`config.mk`:
```
export PLATFORM = sky130hd
export DESIGN_NAME = olt_cell
export DESIGN_NICKNAME = d
export VERILOG_FILES = /design/src/design/olt_pkg.sv /design/src/design/olt_cell.sv
export SDC_FILE = /design/constraint.sdc
export NUM_CORES = 1
export LEC_CHECK = 0
export BUFFER_PORTS_ARGS = -buffer_cell sky130_fd_sc_hd__clkbuf_2
export CAP_MARGIN = 20
export CORE_AREA = 2 2 110 112
export DETAILED_ROUTE_END_ITERATION = 16
export DIE_AREA = 0 0 112 114
export PLACE_DENSITY = 0.71
export SLEW_MARGIN = 10
export SYNTH_ARGS = -nofsm -noshare
export SYNTH_HDL_FRONTEND = slang
export SYNTH_SLANG_ARGS = --single-unit
```
`constraint.sdc`:
```
create_clock -name i_clk -period 9.4 [get_ports i_clk]
set_input_delay 0.94 -clock i_clk [delete_from_list [all_inputs] [get_ports i_clk]]
set_output_delay 0.94 -clock i_clk [all_outputs]
set_load 0.05 [all_outputs]
```
`src/design/olt_pkg.sv`:
```
package olt_pkg;

    // Store geometry
    localparam int DEPTH       = 64;
    localparam int VALUE_WIDTH = 64;

    // Fixed port widths
    localparam int OP_W   = 3;
    localparam int POS_W  = 6;
    localparam int PORT_W = 64;
    localparam int STAT_W = 2;
    localparam int OCC_W  = 7;

    // Derived widths
    localparam int IDX_W = (DEPTH > 1) ? $clog2(DEPTH) : 1;
    localparam int CNT_W = $clog2(DEPTH + 1);
    localparam int CMP_W = (IDX_W > POS_W) ? IDX_W : POS_W;

    typedef logic [VALUE_WIDTH-1:0] t_value;
    typedef logic [IDX_W-1:0]       t_index;
    typedef logic [CNT_W-1:0]       t_count;
    typedef logic [POS_W-1:0]       t_pos;

    typedef enum logic [OP_W-1:0] {
        OP_APPEND    = 3'd0,
        OP_READ      = 3'd1,
        OP_FIND      = 3'd2,
        OP_REMOVE_AT = 3'd3,
        OP_REMOVE_EQ = 3'd4
    } t_op;

    typedef enum logic [STAT_W-1:0] {
        ST_OK       = 2'd0,
        ST_RANGE    = 2'd1,
        ST_NOTFOUND = 2'd2,
        ST_FULL     = 2'd3
    } t_status;

    // Broadcast from the sequencer to every cell
    typedef struct packed {
        logic   cmp;       // latch the match flag this cycle
        logic   by_value;  // match on value, else on position
        logic   shift;     // close the gap at and after the first match
        logic   append;    // write value into the cell at index count
        t_pos   pos;
        t_count count;
        t_value value;
    } t_cell_ctrl;

endpackage

```
`src/design/olt_cell.sv`:
```
module olt_cell (
    input  logic               i_clk,
    input  olt_pkg::t_cell_ctrl i_ctrl,
    input  olt_pkg::t_index    i_index,
    input  logic               i_seen,
    input  olt_pkg::t_value    i_next_entry,
    output logic               o_seen,
    output logic               o_first,
    output olt_pkg::t_value    o_entry,
    output olt_pkg::t_value    o_read
);

    olt_pkg::t_value r_entry;
    olt_pkg::t_value n_entry;
    logic            r_hit;
    logic            n_hit;
    logic            in_range;
    logic            pos_eq;
    logic            at_tail;

    // Entry is live when its index is below the count
    assign in_range = olt_pkg::t_count'(i_index) < i_ctrl.count;
    assign pos_eq   = olt_pkg::CMP_W'(i_index) == olt_pkg::CMP_W'(i_ctrl.pos);
    assign at_tail  = olt_pkg::t_count'(i_index) == i_ctrl.count;

    // Compare stage: latch match flag
    always_comb begin
        n_hit = r_hit;
        if (i_ctrl.cmp) begin
            if (i_ctrl.by_value) begin
                n_hit = in_range && (r_entry == i_ctrl.value);
            end else begin
                n_hit = in_range && pos_eq;
            end
        end
    end

    // Update stage: take the neighbor's entry at and after the match, or append
    always_comb begin
        n_entry = r_entry;
        if (i_ctrl.shift && (i_seen || r_hit)) begin
            n_entry = i_next_entry;
        end else if (i_ctrl.append && at_tail) begin
            n_entry = i_ctrl.value;
        end
    end

    always_ff @(posedge i_clk) begin
        r_hit   <= n_hit;
        r_entry <= n_entry;
    end

    // Pass the seen flag down the chain
    assign o_seen  = i_seen || r_hit;
    assign o_first = r_hit && !i_seen;
    assign o_entry = r_entry;
    assign o_read  = r_hit ? r_entry : '0;

endmodule
```
* After elaboration in Yosys (flattened, before gate mapping)
Cells that the tools add are included.
** Cells by class
- Mux-type cells :: 4
- Equal/unequal tests :: 3
- Reduce and logical (&&, ||, !) cells :: 8
- Order comparisons :: 1
** Operators with widths (count)
- 2-to-1 mux 64 bit :: 3
- equality test 64 bit :: 1
- equality test 6 x 7 -> 1 bit :: 1
- less-than comparator 6 x 7 -> 1 bit :: 1
- equality test 6 bit :: 1
- logical AND 1 bit :: 5
- nonzero test 2 bit :: 1
- zero test 1 bit :: 1
- logical OR 1 bit :: 1
- 2-to-1 mux 1 bit :: 1
** Storage, ports and cells
- Input port bits :: 153
- Output and inout port bits :: 130
- Logic and storage cells :: 18
- Bits in registers :: 65

* Depth between registers and ports, before layout
- Depth after elaboration :: 4
- Mapped depth :: 7
- Gate-level depth less buffers :: 7

* Worst setup path before layout
No wires, ideal clock.
- Path type :: in2reg
- Start point :: input port i_ctrl[67] (netlist name)
- End point :: register r_entry[0], in the netlist o_entry[0] (enable)
- Setup slack :: 2969 ps
- Cell stages on the path :: 4
- Data required time :: 8826 ps
- Library setup time :: 574 ps
- Buffers on the path :: 0
- Data arrival time :: 5856 ps
- Cell sequence :: inv_1 ha_1 nand4b_1 o21ai_0
** On the way
- Cells in the longest elaborated chain, start to end :: 3
** RTL lines
- start, declared :: line olt_cell.sv:3 : input olt_pkg::t_cell_ctrl i_ctrl,
- equality test 6 x 7 -> 1 bit :: line olt_cell.sv:24 : assign at_tail = olt_pkg::t_count'(i_index) == i_ctrl.count;
- logical AND 1 bit :: line olt_cell.sv:43 : end else if (i_ctrl.append && at_tail) begin
- nonzero test 2 bit (no line)
- end signal, assigned :: line olt_cell.sv:50 : r_entry <= n_entry;
- end, declared :: line olt_cell.sv:13 : olt_pkg::t_value r_entry;
Every way passes these cells.
A chain may end at the register's enable or synchronous reset.

* Worst setup path in the final report
- Start point :: input port i_seen
- End point :: register r_entry[63], in the netlist o_entry[63] (enable)
** On the way
- Cells in the longest elaborated chain, start to end :: 3
** RTL lines
- start, declared :: line olt_cell.sv:5 : input logic i_seen,
- logical OR 1 bit :: line olt_cell.sv:41 : if (i_ctrl.shift && (i_seen || r_hit)) begin
- logical AND 1 bit :: line olt_cell.sv:41
- nonzero test 2 bit (no line)
Every way passes these cells.

==> metrics.md <==
| Metric | Value |
|---|---|
| Status | `finished, final reports clean` |
| WL final | `around 12,000 µm` |
| Antenna Cells | `0` |
| Sequential share of the synthesized area | `0.473` |
| Root Buffer | `clkbuf_16` |
| Clock skew | `0.00462 ns` |
| Min Tclk post-route | `2.68 ns` |
| TritonCTS Buffers | `9` |
| Clock slew at reported path FFs | `around 0.05 ns` |
| Die H | `114 µm` |
| Kind of end point of the critical path | `flip-flop` |
| Die Area | `0.0128 mm²` |
| DR vias | `3,592` |
| Critical R2R Launch | `r_hit` |
| Mapped Cells | `329` |
| I/O Pins | `roughly 280` |
| Vias in the first global route | `3,651` |
| Antenna violations before repair | `0` |
| Rows | `40` |
| Post-synthesis cell area | `0.00413 mm²` |
| Slew Limit Headroom | `0.394` |
| Hold Path Class | `input port to flip-flop` |
| GRT Overall Usage | `0.182` |
| Pre-antenna DRT Iters | `4` |
| RSZ-0062 raised after global routing | `false` |
| Yosys cell types | `28` |
| Worst path top cell family by delay | `buffers and inverters` |
| Post-CTS setup repair buffer count | `0` |
| IO buf count | `~280` |
| Worst R2R Setup Slack | `about 7.0 ns` |
| Dpl hpwl | `9490 µm` |
| Setup TNS | `0 ns` |
| CTS tree | `done` |
| Core Area | `about 0.012 mm²` |
| Final Hold Vio Count | `0` |
| P_leak | `2.67 nW` |
| Post-synthesis register bit count | `65` |
| Share of layout cells above drive strength 1 | `0.559` |
| Clk sinks | `65` |
| Power per cell area | `between 150 and 200 mW/mm²` |
| Max IR drop VDD | `0.0926 mV` |
| Data required, critical path | `9.34 ns` |
| Drt wl/cell | `~16 µm` |
| Type of origin of the critical path | `input port` |
| CP max-delay cell | `buf_4` |
| Nets | `769` |
| Synth warnings | `0` |
| First-pass GRT wire length | `18,300 µm` |
| Drc violations | `0` |
| GPL Wtd Cong | `0.827` |
| # setup viols final | `0` |
| Initial Util | `0.352` |
| Top post-synthesis cells by area | `edfxtp_1, xnor2_1, mux2_2` |
| CP max stage delay | `0.70 ns` |
| Synth top area share | `0.473` |
| Slew Viols, Final | `0` |
| Die width | `112 µm` |
| Syn-to-layout area delta | `44.7%` |
| Mapped Nets | `488` |
| Final Cycle Share | `0.285` |
| Crit Path Max Fanout | `65` |
| Largest net degree at the start of global routing | `between 60 and 70` |
| CTS resizes | `0` |
| Critical Path Start | `i_seen` |
| Max_cap viols | `0` |
| Fmax | `374 MHz` |
| Min Hold Slack | `about 0.83 ns` |
| Worst Setup EP | `o_entry[63]` |
| Crit. path cell count | `5` |
| Leading area contributor after synthesis | `edfxtp_1` |
| Cts hold-fix bufs | `0` |
| Kind of critical path | `input port to flip-flop` |
| R2R depth | `4` |
| Max H-tree Level | `3` |
| Aggregate global routing overflow | `0` |
| Worst skew pair latency | `0.32 ns` |
| Worst path bufs/invs | `2` |
| Post-route antenna net violation count | `0` |
| Crit path cell chain | `clkbuf_2 > or2_1 > nand2_4 > o21ai_4 > buf_4` |
| Least-Margin Pin Slew | `about 0.91 ns` |
| CP arrival | `2.62 ns` |
| Syn avg cell area | `12.5 µm²` |
| Critical R2R Capture | `o_entry[63]` |
| Vias/cell | `4.71` |
| Drt first-iter violations | `142` |
| CTS max path bufs | `2` |
-- power by group --
part | internal, mW | switching (mW)
Clock | 0.231 | 0.119
Combinational | 0.0986 | 0.198
Sequential | 0.347 | 0.0180
Total | 0.676 | 0.334
-- per-layer routing --
metal  GRT usage  part of all wire  vias to the layer above
met1       0.211              0.40                     1676
met3      0.0468             0.069                       12
li1            -                 -                     1734
met5           0                 0                        -
met2       0.337              0.52                      170
met4      0.0488             0.013                        0
-- final cells by class --
class                   count  area (µm²)
well taps                 147         184
clock buffers              10         229
fillers                  1070        5740
flip-flops and latches     65        1950
inverters                   6        22.5
clock inverters             6        82.6
repair buffers            284        1430
multi-input cells         244        2080
-- cell usage after synthesis --
library cell,instances
ha_1,6
mux2_1,23
edfxtp_1,65
buf_2,1
buf_6,5
nor4_1,3
o21ba_2,1
nor2_1,2
a211oi_1,1
nand4_1,17
nor4_2,1
or2_1,1
xnor2_1,67
o21ai_0,2
a31oi_1,1
mux2_2,41
inv_1,6
a21boi_1,1
nand4b_1,1
nand2_1,3
buf_4,1
nor2b_1,2
clkbuf_1,7
nand3_1,2
xor2_1,3
nor3_1,1
and2_1,64
o211ai_1,1
-- cell usage in the layout (no fill, tap or decap), types with 3 or more instances in the layout --
| cell type | netlist | layout |
|---|---|---|
| and2_1 | 64 | 64 |
| clkbuf_2 | 0 | 282 |
| edfxtp_1 | 65 | 65 |
| clkbuf_16 | 0 | 9 |
| nor4_1 | 3 | 3 |
| mux2_2 | 41 | 41 |
| xnor2_1 | 67 | 67 |
| xor2_1 | 3 | 3 |
| clkinv_2 | 0 | 3 |
| ha_1 | 6 | 6 |
| inv_1 | 6 | 6 |
| mux2_1 | 23 | 23 |
| nand4_1 | 17 | 17 |
-- cell families (layout without fill, tap and decap cells) --
family          after synthesis  after routing  share of synthesized area
simple gates                 97             97                      0.145
xor+xnor                     70             70                      0.149
flops                        65             65                      0.473
mux                          64             64                      0.175
buf+inv                      20            306                     0.0285
compound gates                7              7                     0.0118
fa+ha+maj                     6              6                     0.0182
-- state kept, by name, indices dropped and copies added (netlist names) --
signal   cells
o_entry     64
r_hit        1
-- metrics by stage --
stage                      util  setup WS [ns]  instances  cell area, µm²  power, mW
after floorplan               -           2.97        329            4130      0.581
after global placement    0.483           6.43        746            5660      0.665
after detailed placement  0.483           6.37        746            5660      0.669
after CTS                 0.510           6.70        762            5970       1.02
after global routing      0.510           6.56        762            5970       1.06
final                     0.510           6.72        762            5970       1.01
-- worst min path at each step --
stage	from	to	slack, ns	depth (start not counted)
finish	i_ctrl[80]	r_hit	0.83	1
global route	i_ctrl[80]	r_hit	0.81	1
CTS	i_ctrl[80]	r_hit	0.81	1
detailed placement	o_entry[43]	r_hit	0.91	5
global placement	o_entry[43]	r_hit	0.89	5
floorplan	i_ctrl[80]	r_hit	1.05	0
Note: power is estimated with default switching activity, not from simulation.
